`src/sv/ldq_pkg.sv`:
```
// Shared types and constants for the linear-array deque.
// No dependencies; imported by every module of the block but ldq_ram.
`default_nettype none

package ldq_pkg;

	localparam int DEPTH_DEF = 16;
	localparam int FUNC_W    = 2;
	localparam int VAL_W     = 32;
	localparam int STAT_W    = 2;
	localparam int IN_W      = 40;  // func + value, padded to bytes
	localparam int OUT_W     = 40;  // status + removed_value, padded to bytes

	localparam logic [FUNC_W-1:0] FN_INS_RIGHT = 2'd0;
	localparam logic [FUNC_W-1:0] FN_INS_LEFT  = 2'd1;
	localparam logic [FUNC_W-1:0] FN_DEL_LEFT  = 2'd2;
	localparam logic [FUNC_W-1:0] FN_DEL_RIGHT = 2'd3;

	localparam logic [STAT_W-1:0] ST_DONE         = 2'd0;
	localparam logic [STAT_W-1:0] ST_RIGHT_FULL   = 2'd1;
	localparam logic [STAT_W-1:0] ST_LEFT_BLOCKED = 2'd2;
	localparam logic [STAT_W-1:0] ST_EMPTY        = 2'd3;

	// controller -> datapath
	typedef struct packed {
		logic accept;  // latch the input beat
		logic exec;    // run the request against the indices and RAM
		logic load;    // move the result into the output register
	} ldq_cmd_t;

	// datapath -> controller
	typedef struct packed {
		logic out_free;  // output register can take a result this cycle
	} ldq_sts_t;

endpackage

`default_nettype wire

```
`src/sv/linear_array_deque_core.sv`:
```
// Linear-array double-ended queue: top level with stream ports.
// Depends on ldq_pkg, ldq_ctrl, ldq_dp and ldq_ram.
//
// Usage:
//   Slave side (s_*) takes one request per beat: func selects insert right,
//   insert left, delete left or delete right; value is the element to insert.
//   Master side (m_*) gives exactly one result beat per request: status
//   (done, right end full, left end blocked, queue empty) and the removed
//   element for a successful delete, zero otherwise.
//   The elements live in a DEPTH-entry slot RAM that never wraps; a right
//   insert fails at the last slot, a left insert fails at slot 0.
// Sequence:
//   A request goes from accept to result by latching it, executing it against
//   the indices and the RAM port, then loading the output register after the
//   registered RAM read. One request is in flight at a time, so a new request
//   is taken only once the controller is back in idle after the load.
//   s_tready is high only while the controller is idle.
// Reset:
//   arst_n clears the queue to empty and drops m_tvalid. Slot contents are
//   not cleared; only written slots are ever read.
// Backpressure:
//   The result sits in the output register until m_tready. A new request is
//   taken meanwhile; its result waits in the datapath, with the controller
//   held in its load state until the register frees up, and no further
//   request is taken until then.
`default_nettype none

module linear_array_deque_core #(
	parameter int DEPTH = ldq_pkg::DEPTH_DEF
) (
	input  wire logic                        clk,
	input  wire logic                        arst_n,
	input  wire logic                        s_tvalid,
	output logic                             s_tready,
	input  wire logic [ldq_pkg::IN_W-1:0]    s_tdata,   // [1:0] func, [33:2] value, [39:34] zero
	output logic                             m_tvalid,
	input  wire logic                        m_tready,
	output logic [ldq_pkg::OUT_W-1:0]        m_tdata    // [1:0] status, [33:2] removed_value, [39:34] zero
);
	import ldq_pkg::*;

	ldq_cmd_t          cmd;
	ldq_sts_t          sts;
	logic [STAT_W-1:0] res_status;
	logic [VAL_W-1:0]  res_removed;

	ldq_ctrl u_ctrl (
		.clk     (clk),
		.arst_n  (arst_n),
		.in_valid(s_tvalid),
		.in_ready(s_tready),
		.sts     (sts),
		.cmd     (cmd)
	);

	ldq_dp #(
		.DEPTH(DEPTH)
	) u_dp (
		.clk        (clk),
		.arst_n     (arst_n),
		.cmd        (cmd),
		.sts        (sts),
		.in_func    (s_tdata[FUNC_W-1:0]),
		.in_value   (s_tdata[FUNC_W +: VAL_W]),
		.out_valid  (m_tvalid),
		.out_ready  (m_tready),
		.out_status (res_status),
		.out_removed(res_removed)
	);

	assign m_tdata = {{(OUT_W - STAT_W - VAL_W){1'b0}}, res_removed, res_status};

	// an accepted beat always moves the controller into execute
	a_accept_exec: assert property (@(posedge clk) disable iff (!arst_n)
		(s_tvalid && s_tready) |=> cmd.exec)
		else $error("accepted beat not executed");

	// no new beat is taken while a request is being worked on
	a_no_overlap: assert property (@(posedge clk) disable iff (!arst_n)
		cmd.exec |-> !s_tready)
		else $error("input ready during execute");

	// a failed or empty result never carries an element
	a_fail_zero: assert property (@(posedge clk) disable iff (!arst_n)
		(m_tvalid && res_status != ST_DONE) |-> (res_removed == '0))
		else $error("refused request returned data");

endmodule

`default_nettype wire

```
`src/sv/ldq_ram.sv`:
```
// Generic single-write, single-read RAM with registered read data.
// No dependencies.
`default_nettype none

module ldq_ram #(
	parameter int WIDTH = 32,
	parameter int DEPTH = 16
) (
	input  wire logic                     clk,
	input  wire logic                     wr_en,
	input  wire logic [$clog2(DEPTH)-1:0] wr_addr,
	input  wire logic [WIDTH-1:0]         wr_data,
	input  wire logic                     rd_en,
	input  wire logic [$clog2(DEPTH)-1:0] rd_addr,
	output logic      [WIDTH-1:0]         rd_data
);

	logic [WIDTH-1:0] mem_q [DEPTH];

	always_ff @(posedge clk) begin
		if (wr_en) begin
			mem_q[wr_addr] <= wr_data;
		end
		if (rd_en) begin
			rd_data <= mem_q[rd_addr];
		end
	end

endmodule

`default_nettype wire

```
`src/sv/ldq_ctrl.sv`:
```
// Sequencing FSM for the deque: accept, execute, load result.
// Depends on ldq_pkg.
`default_nettype none

module ldq_ctrl (
	input  wire logic            clk,
	input  wire logic            arst_n,
	input  wire logic            in_valid,
	output logic                 in_ready,
	input  wire ldq_pkg::ldq_sts_t sts,
	output ldq_pkg::ldq_cmd_t    cmd
);
	import ldq_pkg::*;

	typedef enum logic [1:0] {
		S_IDLE,
		S_EXEC,
		S_LOAD
	} state_t;

	state_t state_q;

	assign in_ready   = (state_q == S_IDLE);
	assign cmd.accept = (state_q == S_IDLE) && in_valid;
	assign cmd.exec   = (state_q == S_EXEC);
	assign cmd.load   = (state_q == S_LOAD) && sts.out_free;

	always_ff @(posedge clk or negedge arst_n) begin
		if (!arst_n) begin
			state_q <= S_IDLE;
		end else begin
			unique case (state_q)
				S_IDLE: begin
					if (in_valid) state_q <= S_EXEC;
				end
				S_EXEC: begin
					state_q <= S_LOAD;
				end
				S_LOAD: begin
					// hold until the output register frees up
					if (sts.out_free) state_q <= S_IDLE;
				end
				default: begin
					state_q <= S_IDLE;
				end
			endcase
		end
	end

endmodule

`default_nettype wire

```
`src/sv/ldq_dp.sv`:
```
// Deque datapath: indices, empty flag, slot RAM and output register.
// Depends on ldq_pkg and ldq_ram.
`default_nettype none

module ldq_dp #(
	parameter int DEPTH = ldq_pkg::DEPTH_DEF
) (
	input  wire logic                        clk,
	input  wire logic                        arst_n,
	input  wire ldq_pkg::ldq_cmd_t           cmd,
	output ldq_pkg::ldq_sts_t                sts,
	input  wire logic [ldq_pkg::FUNC_W-1:0]  in_func,
	input  wire logic [ldq_pkg::VAL_W-1:0]   in_value,
	output logic                             out_valid,
	input  wire logic                        out_ready,
	output logic [ldq_pkg::STAT_W-1:0]       out_status,
	output logic [ldq_pkg::VAL_W-1:0]        out_removed
);
	import ldq_pkg::*;

	localparam int AW = $clog2(DEPTH);
	localparam logic [AW-1:0] LAST = AW'(DEPTH - 1);

	logic [FUNC_W-1:0] func_q;
	logic [VAL_W-1:0]  value_q;
	logic [AW-1:0]     head_q, tail_q;
	logic              empty_q;
	logic [STAT_W-1:0] status_q;
	logic              hit_q;     // delete succeeded, RAM data is the result
	logic              out_valid_q;
	logic [STAT_W-1:0] out_status_q;
	logic [VAL_W-1:0]  out_removed_q;

	logic              wr_en, rd_en;
	logic [AW-1:0]     wr_addr, rd_addr;
	logic [VAL_W-1:0]  rd_data;
	logic [AW-1:0]     head_d, tail_d;
	logic              empty_d;
	logic [STAT_W-1:0] status_d;

	assign sts.out_free = !out_valid_q || out_ready;

	always_comb begin
		wr_en    = 1'b0;
		rd_en    = 1'b0;
		wr_addr  = '0;
		rd_addr  = '0;
		head_d   = head_q;
		tail_d   = tail_q;
		empty_d  = empty_q;
		status_d = ST_DONE;
		unique case (func_q) inside
			FN_INS_RIGHT, FN_INS_LEFT: begin
				if (empty_q) begin
					// first element always lands in slot 0
					wr_en   = 1'b1;
					head_d  = '0;
					tail_d  = '0;
					empty_d = 1'b0;
				end else if (func_q == FN_INS_RIGHT) begin
					if (tail_q == LAST) begin
						status_d = ST_RIGHT_FULL;
					end else begin
						wr_en   = 1'b1;
						tail_d  = tail_q + AW'(1);
						wr_addr = tail_d;
					end
				end else begin
					if (head_q == '0) begin
						status_d = ST_LEFT_BLOCKED;
					end else begin
						wr_en   = 1'b1;
						head_d  = head_q - AW'(1);
						wr_addr = head_d;
					end
				end
			end
			FN_DEL_LEFT, FN_DEL_RIGHT: begin
				if (empty_q) begin
					status_d = ST_EMPTY;
				end else begin
					rd_en   = 1'b1;
					rd_addr = (func_q == FN_DEL_LEFT) ? head_q : tail_q;
					if (head_q == tail_q) begin
						head_d  = '0;
						tail_d  = '0;
						empty_d = 1'b1;
					end else if (func_q == FN_DEL_LEFT) begin
						head_d = head_q + AW'(1);
					end else begin
						tail_d = tail_q - AW'(1);
					end
				end
			end
			default: begin
				status_d = ST_DONE;
			end
		endcase
	end

	ldq_ram #(
		.WIDTH(VAL_W),
		.DEPTH(DEPTH)
	) u_slots (
		.clk    (clk),
		.wr_en  (cmd.exec && wr_en),
		.wr_addr(wr_addr),
		.wr_data(value_q),
		.rd_en  (cmd.exec && rd_en),
		.rd_addr(rd_addr),
		.rd_data(rd_data)
	);

	// request and result payload
	always_ff @(posedge clk) begin
		if (cmd.accept) begin
			func_q  <= in_func;
			value_q <= in_value;
		end
		if (cmd.exec) begin
			status_q <= status_d;
			hit_q    <= rd_en;
		end
		if (cmd.load) begin
			out_status_q  <= status_q;
			out_removed_q <= hit_q ? rd_data : '0;
		end
	end

	always_ff @(posedge clk or negedge arst_n) begin
		if (!arst_n) begin
			head_q      <= '0;
			tail_q      <= '0;
			empty_q     <= 1'b1;
			out_valid_q <= 1'b0;
		end else begin
			if (cmd.exec) begin
				head_q  <= head_d;
				tail_q  <= tail_d;
				empty_q <= empty_d;
			end
			if (cmd.load) begin
				out_valid_q <= 1'b1;
			end else if (out_ready) begin
				out_valid_q <= 1'b0;
			end
		end
	end

	assign out_valid   = out_valid_q;
	assign out_status  = out_status_q;
	assign out_removed = out_removed_q;

endmodule

`default_nettype wire
```
`config.mk`:
```
export PLATFORM = sky130hd
export DESIGN_NAME = linear_array_deque_core
export DESIGN_NICKNAME = d
export VERILOG_FILES = /design/src/sv/ldq_pkg.sv /design/src/sv/linear_array_deque_core.sv /design/src/sv/ldq_ram.sv /design/src/sv/ldq_ctrl.sv /design/src/sv/ldq_dp.sv
export SDC_FILE = /design/constraint.sdc
export NUM_CORES = 1
export LEC_CHECK = 0
export BUFFER_PORTS_ARGS = -buffer_cell sky130_fd_sc_hd__buf_2
export CAP_MARGIN = 30
export CORE_MARGIN = 3
export CORE_UTILIZATION = 23
export DETAILED_ROUTE_END_ITERATION = 8
export PLACE_DENSITY_LB_ADDON = 0.15
export SYNTH_ARGS = -nofsm -noshare
export SYNTH_HDL_FRONTEND = slang
export SYNTH_HIERARCHICAL = 1
export SYNTH_SLANG_ARGS = --single-unit
```
`constraint.sdc`:
```
create_clock -name clk -period 15.55 [get_ports clk]
set_input_delay 3.11 -clock clk [delete_from_list [all_inputs] [get_ports clk]]
set_output_delay 3.11 -clock clk [all_outputs]
set_load 0.005 [all_outputs]
```
==> results of run 1 <==
## flip-flops by register name, summed over array words and instances (netlist names)
register	cells
u_dp/u_slots/mem_q	512
u_dp/out_removed	32
u_dp/u_slots/rd_data	32
u_dp/value_q	32
u_dp/head_q	4
u_dp/tail_q	4
u_ctrl/state_q	2
u_dp/func_q	2
u_dp/out_status	2
u_dp/status_q	2
u_dp/empty_q	1
u_dp/hit_q	1
u_dp/out_valid	1
## kinds of logic (layout without fill, tap and decap cells)
logic type               after synthesis  count (layout)  synth area share (%)
AND/OR/NAND/NOR                      135             135                  2.85
adder cells (fa/ha/maj)                4               4                 0.212
multiplexers                         133             133                  12.4
XOR/XNOR                               7               7                 0.260
flip-flops                           627             627                  79.6
AO/OA/AOI/OAI                        100             100                  3.25
other                                  1               7                0.0159
buffers and inverters                 67             244                  1.39
## report_power, final
group,internal [W],switching [W],leakage (nW),total (W)
Combinational,0.000307,0.000432,1.85,0.000739
Sequential,0.00201,0.0000841,5.72,0.00209
Clock,0.000954,0.000677,1.10,0.00163
## how the worst max path moves through the flow
stage	end
6_report	s_tready
3_5_place_dp	u_dp/u_slots/rd_data[25]
3_3_place_gp	u_dp/u_slots/rd_data[25]
2_1_floorplan	u_dp/u_slots/mem_q[0][0]
5_1_grt	u_dp/u_slots/rd_data[18]
4_1_cts	u_dp/u_slots/rd_data[20]
## synth_stat cells, types with 2 or more instances
cell type  number
xor2_1          5
clkbuf_1       22
and2_1         36
mux4_2        128
a21oi_1         6
a31oi_1         2
nand2_1        41
or3b_2          2
nor2_1         28
dfrtp_1        11
inv_1           9
a22o_2          2
o22a_1          2
edfxtp_1      615
nor3_1          7
buf_2          10
o21ai_0         8
nand2b_1        6
o21ai_1         2
buf_1          10
nand3b_1        3
buf_4          15
a22oi_1        65
mux2i_1         5
a311oi_1        2
ha_1            4
nand3_1         3
nor2b_1         3
o211ai_1        2
a22o_1          2
xnor2_1         2
## per-stage QoR
step	utilization (%)	power, W	area [um^2]	worst slack, ns	std cells
after floorplan	-	0.00260	23600	10.69	1079
after global placement	25.5	0.00288	25800	10.74	2481
after detailed placement	25.6	0.00289	25800	10.80	2483
after CTS	27.8	0.00456	28000	10.78	2611
after global routing	27.9	0.00469	28100	10.65	2613
final	27.9	0.00446	28100	11.15	2614
## worst max-delay path, delay by kind of cell (launching register included)
kind	cells	cell delay, ns
AND/OR/NAND/NOR	1	0.15
buffers and inverters	1	0.14
flip-flops	1	0.40
## final cells by class
type	count	area (um^2)	area share, %
flip-flops and latches	627	18800	66.8
multi-input cells	385	4660	16.6
clock buffers	86	1850	6.60
well taps	1357	1700	6.04
repair buffers	107	677	2.41
clock inverters	42	399	1.42
inverters	9	33.8	0.120
diodes	1	2.50	0.00891
## layer usage
metal	global-route usage (%)	up-vias	share of wire [%]
met4	3.19	0	2.3
met2	18.0	193	47
met3	1.91	84	3.2
met1	15.5	5783	47
met5	0	-	0
li1	-	4721	-
==> out/metrics.yaml, run 1 <==
hold_path:
  whs_endpoint: "u_dp/out_status[1]"
  hp-class: "reg2reg"
  hold_depth: 0
  hold_start: "u_dp/status_q[1]"
final_layout:
  layout_commonest_cell: "edfxtp_1"
  final_cell_mix: "615 x edfxtp_1, 128 x mux4_2, 73 x buf_2"
  layout.nets: 1249
  area_delta_synth_final_pct: 19.1
  drive_gt1_share_pct: 29.3
  fillers: 9975
setup_path:
  cpPeakStageDelay_ns: 0.40
  crit_type: "reg2out"
  timing.rr.end: "u_dp/u_slots/rd_data[3]"
  ff2ff_setup_slack_ns: 11.19
  crit_start: "u_ctrl/state_q[0]"
  crit_arrival_ns: 1.30
  slowest_stage: "dfrtp_1"
  critical_path.cell_chain: "nor2_1 > buf_2"
  crit_fanout: 4
  critPathRequiredTime_ns: 12.44
  r2r_cells: 7
  worstSetupStartpointType: "flip-flop"
  worst_setup_path_end_kind: "primary output"
  rr_startpoint: "u_dp/func_q[0]"
die:
  die_w_um: 326
  core_area_um2: 101000
  die_y_um: 326
  start_util_pct: 23.4
  ioPinCount: 86
  placementRows: 116
  dieArea_um2: 106000
synth:
  ys_top_cells_by_area: "edfxtp_1 78%, mux4_2 12%, a22oi_1 2.1%, dfrtp_1 1.2%, and2_1 0.96%"
  yosys_warnings: 6
  syn_area_um2: 23600
  synth_enable_flop_cells: 615
  synth_cell_types: 47
  ys_async_sr_fraction_pct: 1.91
  postSynthAreaPerCell_um2: 22.0
  synthFlopType: "edfxtp_1"
  ys_seq_area_share_pct: 79.6
  yosys.area.top_type: "edfxtp_1"
  synth_seq_cells: 627
  syn-instance-count: 1074
  synth_top_area_share_pct: 78.3
timing:
  fin_skew_ns: 0.0216
  slew_viol_final: 0
  min_period_over_period_pct: 28.3
  relSlewSlack_pct: 38.3
  rsz0062_at_grt: "false"
  fin_crit_ns: 4.41
  fmax_mhz: 227
  hold_viol_final: 0
  worst_pin_slew_ns: 0.926
  hold-worst-slack_ns: 0.418
  setup_viol: 0
  tns_ns: 0
detailed_routing:
  first_iter_violations: 831
  wl_mm: 59.5
  routed-via-count: 10800
  drc: 0
  ant_nets: 0
  first_pass_iters: 4
  wl_per_cell_um: 22.7
  via_per_inst: 4.12
clocking:
  post_cts_buffers: 0
  cts-root-buf: "clkbuf_16"
  clkSinkCount: 627
  cts_tree: "done"
  cts-hold-fix-buffers: 0
  htreeDepth: 3
  cts_buffers: 71
  cts_buffer_depth: 3
  clk_pin_slew_ns: 0.06
  post_cts_resized: 0
  clk_latency_ns: 0.61
pwr:
  p_leak_nw: 8.67
  pwr_density_cell_nw_per_um2: 159
  peakVddDrop_uv: 67.6
placed_design:
  port_buffers: 73
  routabilityCongestion: 0.694
  dp_hpwl_mm: 30.2
status:
  outcome: "complete, no violations"
grt:
  overflow: 0
  grt_pass1_vias: 11800
  grt_pass1_wl_mm: 85.9
  grtUsageTotal_pct: 11.2
  grt_antenna_before_repair: 1
  grt_max_degree: 57
run:
  cap_violations: 0
Note: power is estimated with default switching activity, not from simulation.
==> inputs of run 2 (changes only) <==
==> constraint.sdc (replaced) <==
create_clock -name clk -period 4.6 [get_ports clk]
set_input_delay 0.92 -clock clk [delete_from_list [all_inputs] [get_ports clk]]
set_output_delay 0.92 -clock clk [all_outputs]
set_load 0.005 [all_outputs]
==> out/metrics.yaml, run 2 (synthesis gave the netlist of run 1 again) <==
final_layout:
  drive_gt1_share_pct: 29.6  # +0.34 points
  final_cells: 2623  # +0.34%
  final_util_pct: 28.0  # +0.16 points
  largest_register_ffs: 512  # unchanged
  layout.nets: 1257  # +0.64%
  layout_commonest_cell: "edfxtp_1"
  area_delta_synth_final_pct: 19.8
  largest_register: "u_dp/u_slots/mem_q"
  fillers: 9952  # -0.23%
  final_cell_mix: "615 x edfxtp_1, 128 x mux4_2, 73 x buf_2"
setup_path:
  critical_path.cell_chain: "inv_1 > ha_1 > or3b_2 > nor2_1 > a2111oi_0 > buf_4 > or3b_2 > nor2_4 > buf_4"
  worst_setup_path_end_kind: "flip-flop"
  crit_fanout: 16  # +12
  crit_family: "simple AND/OR/NAND/NOR gates"
  cpPeakStageDelay_ns: 0.59  # +0.19 ns
  slowest_stage: "a2111oi_0"
  crit_arrival_ns: 4.11  # +2.81 ns
  worstSetupStartpointType: "flip-flop"
  critPathBufInv: 3  # +2
  crit_type: "reg2reg"
  critPathRequiredTime_ns: 4.90  # -7.54 ns
detailed_routing:
  wl_mm: 59.0  # -0.70%
  routed-via-count: 10900  # +1.3%
  top_layer_used: "met5"
  ant_nets: 0  # unchanged
  wl_per_cell_um: 22.5  # -1.0%
  first_iter_violations: 757  # -8.9%
  drc: 0  # unchanged
  via_per_inst: 4.16  # +0.96%
  first_pass_iters: 5  # +1
  drt-met1-wl_mm: 28.6  # +2.2%
  wl_met3_mm: 1.94  # +1.1%
  met2_length_mm: 27.3  # -3.2%
placed_design:
  routabilityCongestion: 0.687  # -1.1%
  dp_hpwl_mm: 32.6  # +8.1%
  port_buffers: 73  # unchanged
  pre_cts_slack_ns: 0.788  # -10.01 ns
  post-place-cells: 2492  # +0.36%
pwr:
  peakVddDrop_uv: 230  # +240%
  pwr_density_cell_nw_per_um2: 537  # +240%
  p_leak_nw: 8.73  # +0.64%
clocking:
  cts_buffer_depth: 3  # unchanged
  clkSinkCount: 627  # unchanged
  clk_latency_ns: 0.62  # about the same
  cts-root-buf: "clkbuf_16"
  cts_buffers: 72  # +1.4%
  post_cts_resized: 0  # unchanged
  clk_pin_slew_ns: 0.06  # about the same
  cts-hold-fix-buffers: 0  # unchanged
  htreeDepth: 3  # unchanged
  post_cts_buffers: 0  # unchanged
  cts_tree: "done"
grt:
  grt_antenna_before_repair: 4  # +3
  grt_pass1_wl_mm: 86.7  # +0.94%
  grt_pass1_vias: 11900  # +1.4%
  grt_max_degree: 55  # -3.5%
  grtUsageTotal_pct: 11.2  # -0.014 points
  overflow: 0  # unchanged
timing:
  fmax_mhz: 262
  worst_pin_slew_ns: 0.931  # +0.00499 ns
  fin_crit_ns: 3.82
  setup_ws_ns: 0.783  # -10.36 ns
  min_period_over_period_pct: 83.0
  hold_viol_final: 0  # unchanged
  setup_viol: 0  # unchanged
  fin_skew_ns: 0.0225  # +0.000907 ns
  hold-worst-slack_ns: 0.222  # -0.196 ns
  slew_viol_final: 0  # unchanged
  tns_ns: 0  # unchanged
  relSlewSlack_pct: 37.8  # -0.48 points
  rsz0062_at_grt: "false"
die:
  ioPinCount: 86  # unchanged
  dieArea_um2: 106000  # unchanged
  die_y_um: 326  # unchanged
  die_w_um: 326  # unchanged
  core_area_um2: 101000  # unchanged
  start_util_pct: 23.4  # unchanged
  placementRows: 116  # unchanged
hold_path:
  hp-class: "in2async"
status:
  outcome: "complete, no violations"
run:
  cap_violations: 0  # unchanged
run 2: cell types whose count changed in the layout (fill, tap and decap cells not counted), sizes merged:
cell	before	now
clkinv	32	35
buf	107	114
clkbuf	86	85
run 2: stage by stage:
step / instance area [um^2] / total power, W
after floorplan: 23600 / 0.00880
after detailed placement: 26000 / 0.00986
final: 28300 / 0.0152
after CTS: 28300 / 0.0155
after global placement: 26000 / 0.00985
after global routing: 28300 / 0.0159
run 2: path summary, 6_finish.rpt:
kind / to / from / slack [ns] / depth (start not counted)
worst max-delay path: u_dp/u_slots/mem_q[1][22] / u_dp/head_q[0] / 0.78 / 9
worst min-delay path: u_dp/tail_q[3] / arst_n / 0.22 / 1
worst min register to register: u_dp/out_status[0] / u_dp/status_q[0] / 0.42 / 0
max in group asynchronous: u_dp/empty_q / arst_n / 4.05 / 1
worst max register to register: u_dp/u_slots/mem_q[1][22] / u_dp/head_q[0] / 0.78 / 9
min in group clk: u_dp/out_status[0] / u_dp/status_q[0] / 0.42 / 0
run 2: report_power, final:
group	leakage, nW	switching (W)	internal, W
Combinational	1.91	0.00149	0.00106
Sequential	5.72	0.000290	0.00680
Clock	1.11	0.00231	0.00323
run 2: cell type report:
cell class | instances | area (um^2) | area share, %
Antenna cell | 1 | 2.50 | 0.00886
Clock inverter | 45 | 413 | 1.46
Sequential cell | 627 | 18800 | 66.4
Timing Repair Buffer | 114 | 823 | 2.91
Inverter | 9 | 33.8 | 0.120
Clock buffer | 85 | 1850 | 6.55
Tap cell | 1357 | 1700 | 6.01
Multi-Input combinational cell | 385 | 4670 | 16.5
run 2: layer usage:
metal / global-route usage (%) / vias to the layer above
li1: - / 4734
met1: 15.9 / 5907
met2: 17.5 / 197
met3: 2.27 / 82
met4: 2.77 / 2
met5: 0 / -
run 2: worst register-to-register path: cells and delay by family, from the launching register on:
| kind | cells | cell delay, ns |
|---|---|---|
| flip-flops | 1 | 0.44 |
| adder cells (fa/ha/maj) | 1 | 0.27 |
| AO/OA/AOI/OAI | 1 | 0.59 |
| buffers and inverters | 3 | 0.73 |
| AND/OR/NAND/NOR | 4 | 1.47 |
==> inputs of run 3 (changes only) <==
==> constraint.sdc (replaced) <==
create_clock -name clk -period 3.9 [get_ports clk]
set_input_delay 0.78 -clock clk [delete_from_list [all_inputs] [get_ports clk]]
set_output_delay 0.78 -clock clk [all_outputs]
set_load 0.005 [all_outputs]
==> out/metrics.yaml, run 3 (synthesis gave the netlist of run 1 again) <==
status:
  outcome: "complete, no violations"
final_layout:
  final_util_pct: 28.4  # +0.36 points
  area_delta_synth_final_pct: 21.4
  largest_register_ffs: 512  # unchanged
  fillers: 9887  # -0.65%
  layout.nets: 1267  # +0.80%
  final_cell_mix: "615 x edfxtp_1, 128 x mux4_2, 77 x clkbuf_16"
  drive_gt1_share_pct: 30.4  # +0.71 points
  largest_register: "u_dp/u_slots/mem_q"
  layout_commonest_cell: "edfxtp_1"
clocking:
  clkSinkCount: 627  # unchanged
  cts-hold-fix-buffers: 0  # unchanged
  cts_tree: "done"
  cts_buffer_depth: 3  # unchanged
  post_cts_buffers: 0  # unchanged
  clk_pin_slew_ns: 0.06  # about the same
  clk_latency_ns: 0.61  # about the same
  htreeDepth: 3  # unchanged
  cts-root-buf: "clkbuf_16"
  post_cts_resized: 0  # unchanged
  cts_buffers: 74  # +2.8%
grt:
  met3_usage_pct: 2.15  # -0.12 points
  grt_max_degree: 51  # -7.3%
  top_usage_layer: "met2"
  grtUsageTotal_pct: 11.4  # +0.23 points
  overflow: 0  # unchanged
  grt_pass1_wl_mm: 87.6  # +1.0%
  met1_usage_pct: 15.3  # -0.63 points
  grt_pass1_vias: 12100  # +1.3%
  grt_antenna_before_repair: 1  # -3
  use_met2_pct: 18.9  # +1.4 points
die:
  ioPinCount: 86  # unchanged
  start_util_pct: 23.4  # unchanged
  placementRows: 116  # unchanged
  dieArea_um2: 106000  # unchanged
  die_y_um: 326  # unchanged
  die_w_um: 326  # unchanged
  core_area_um2: 101000  # unchanged
setup_path:
  worstSetupStartpointType: "flip-flop"
  critPathBufInv: 2  # -1
  crit_family: "simple AND/OR/NAND/NOR gates"
  critical_path.cell_chain: "inv_1 > ha_1 > or3b_2 > o21ai_0 > nor2_1 > a21oi_1 > nor2_1 > nand2b_1 > nor2_4 > buf_4"
  crit_type: "reg2reg"
  cpMostUsedCell: "nor2_1"
  critPathRequiredTime_ns: 4.17  # -0.73 ns
  slowest_stage: "nor2_1"
  crit_arrival_ns: 3.74  # -0.37 ns
  cpPeakStageDelay_ns: 0.70  # +0.11 ns
  worst_setup_path_end_kind: "flip-flop"
  crit_fanout: 11  # -5
timing:
  tns_ns: 0  # unchanged
  fin_crit_ns: 3.47  # -0.347 ns
  slew_viol_final: 0  # unchanged
  fin_skew_ns: 0.0196  # -0.00292 ns
  min_period_over_period_pct: 89.0  # +6.0 points
  hold_viol_final: 0  # unchanged
  worst_pin_slew_ns: 0.901  # -0.0302 ns
  setup_viol: 0  # unchanged
  rsz0062_at_grt: "false"
  relSlewSlack_pct: 39.7  # +1.9 points
  fmax_mhz: 288  # +10%
detailed_routing:
  via_per_inst: 4.18  # +0.49%
  wl_per_cell_um: 23.0  # +2.1%
  drc: 0  # unchanged
  first_pass_iters: 5  # unchanged
  first_iter_violations: 914  # +21%
  ant_nets: 0  # unchanged
  routed-via-count: 11000  # +0.87%
  wl_mm: 60.5  # +2.5%
placed_design:
  dp_hpwl_mm: 32.3  # -1.2%
  routabilityCongestion: 0.670  # -2.5%
  port_buffers: 73  # unchanged
pwr:
  finalPower_w: 0.0183  # +21%
  peakVddDrop_uv: 265  # +15%
  pwr_density_cell_nw_per_um2: 641  # +19%
  p_leak_nw: 8.85  # +1.5%
run:
  cap_violations: 0  # unchanged
hold_path:
  hp-class: "in2async"
-- run 3: cell count changes in the layout (fill, tap and decap cells not counted), sizes merged --
| cell | change |
|---|---|
| buf | +8 |
| bufinv | +2 |
| clkbuf | +10 |
| clkinv | -10 |
| clkinvlp | +1 |
| inv | -1 |
-- run 3: path summary, 6_finish.rpt --
kind,startpoint,to,slack [ns],cells after the start
max,u_dp/head_q[0],u_dp/u_slots/mem_q[10][14],0.43,10
min,arst_n,u_dp/tail_q[3],0.08,1
max reg2reg,u_dp/head_q[0],u_dp/u_slots/mem_q[10][14],0.43,10
min reg2reg,u_dp/status_q[0],u_dp/out_status[0],0.43,0
max in group asynchronous,arst_n,u_dp/empty_q,3.52,1
min in group clk,s_tdata[28],u_dp/value_q[26],0.34,1
-- run 3: per-stage QoR --
stage	worst slack, ns	cells	hold slack, ns	area, um^2
floorplan	-0.0896	1079	0.400	23600
global placement	0.418	2500	0.410	26200
detailed placement	0.426	2500	0.419	26200
CTS	0.419	2632	0.0493	28600
global route	0.157	2632	0.0809	28600
finish	0.430	2633	0.0754	28600
-- run 3: area by class of cell --
| cell class | count | area [um^2] | area share, % |
|---|---|---|---|
| Clock buffer | 95 | 1990 | 6.97 |
| Sequential cell | 627 | 18800 | 65.6 |
| Antenna cell | 1 | 2.50 | 0.00874 |
| Tap cell | 1357 | 1700 | 5.93 |
| Timing Repair Buffer | 122 | 1020 | 3.57 |
| Clock inverter | 37 | 419 | 1.46 |
| Multi-Input combinational cell | 385 | 4690 | 16.4 |
| Inverter | 9 | 33.8 | 0.118 |
-- run 3: report_power, final --
part           internal (W)  total (W)  switching (W)  leakage (nW)
registers           0.00802    0.00837       0.000349          5.72
clock network       0.00415    0.00689        0.00274          1.17
logic               0.00129    0.00309        0.00180          1.97
total                0.0135     0.0183        0.00488          8.85
-- run 3: routing by layer --
layer  up-vias  routed length (um)
li1       4766                   -
met1      5949               27000
met2       234               29700
met3        68                2700
met4         0                1130
met5         -                   0
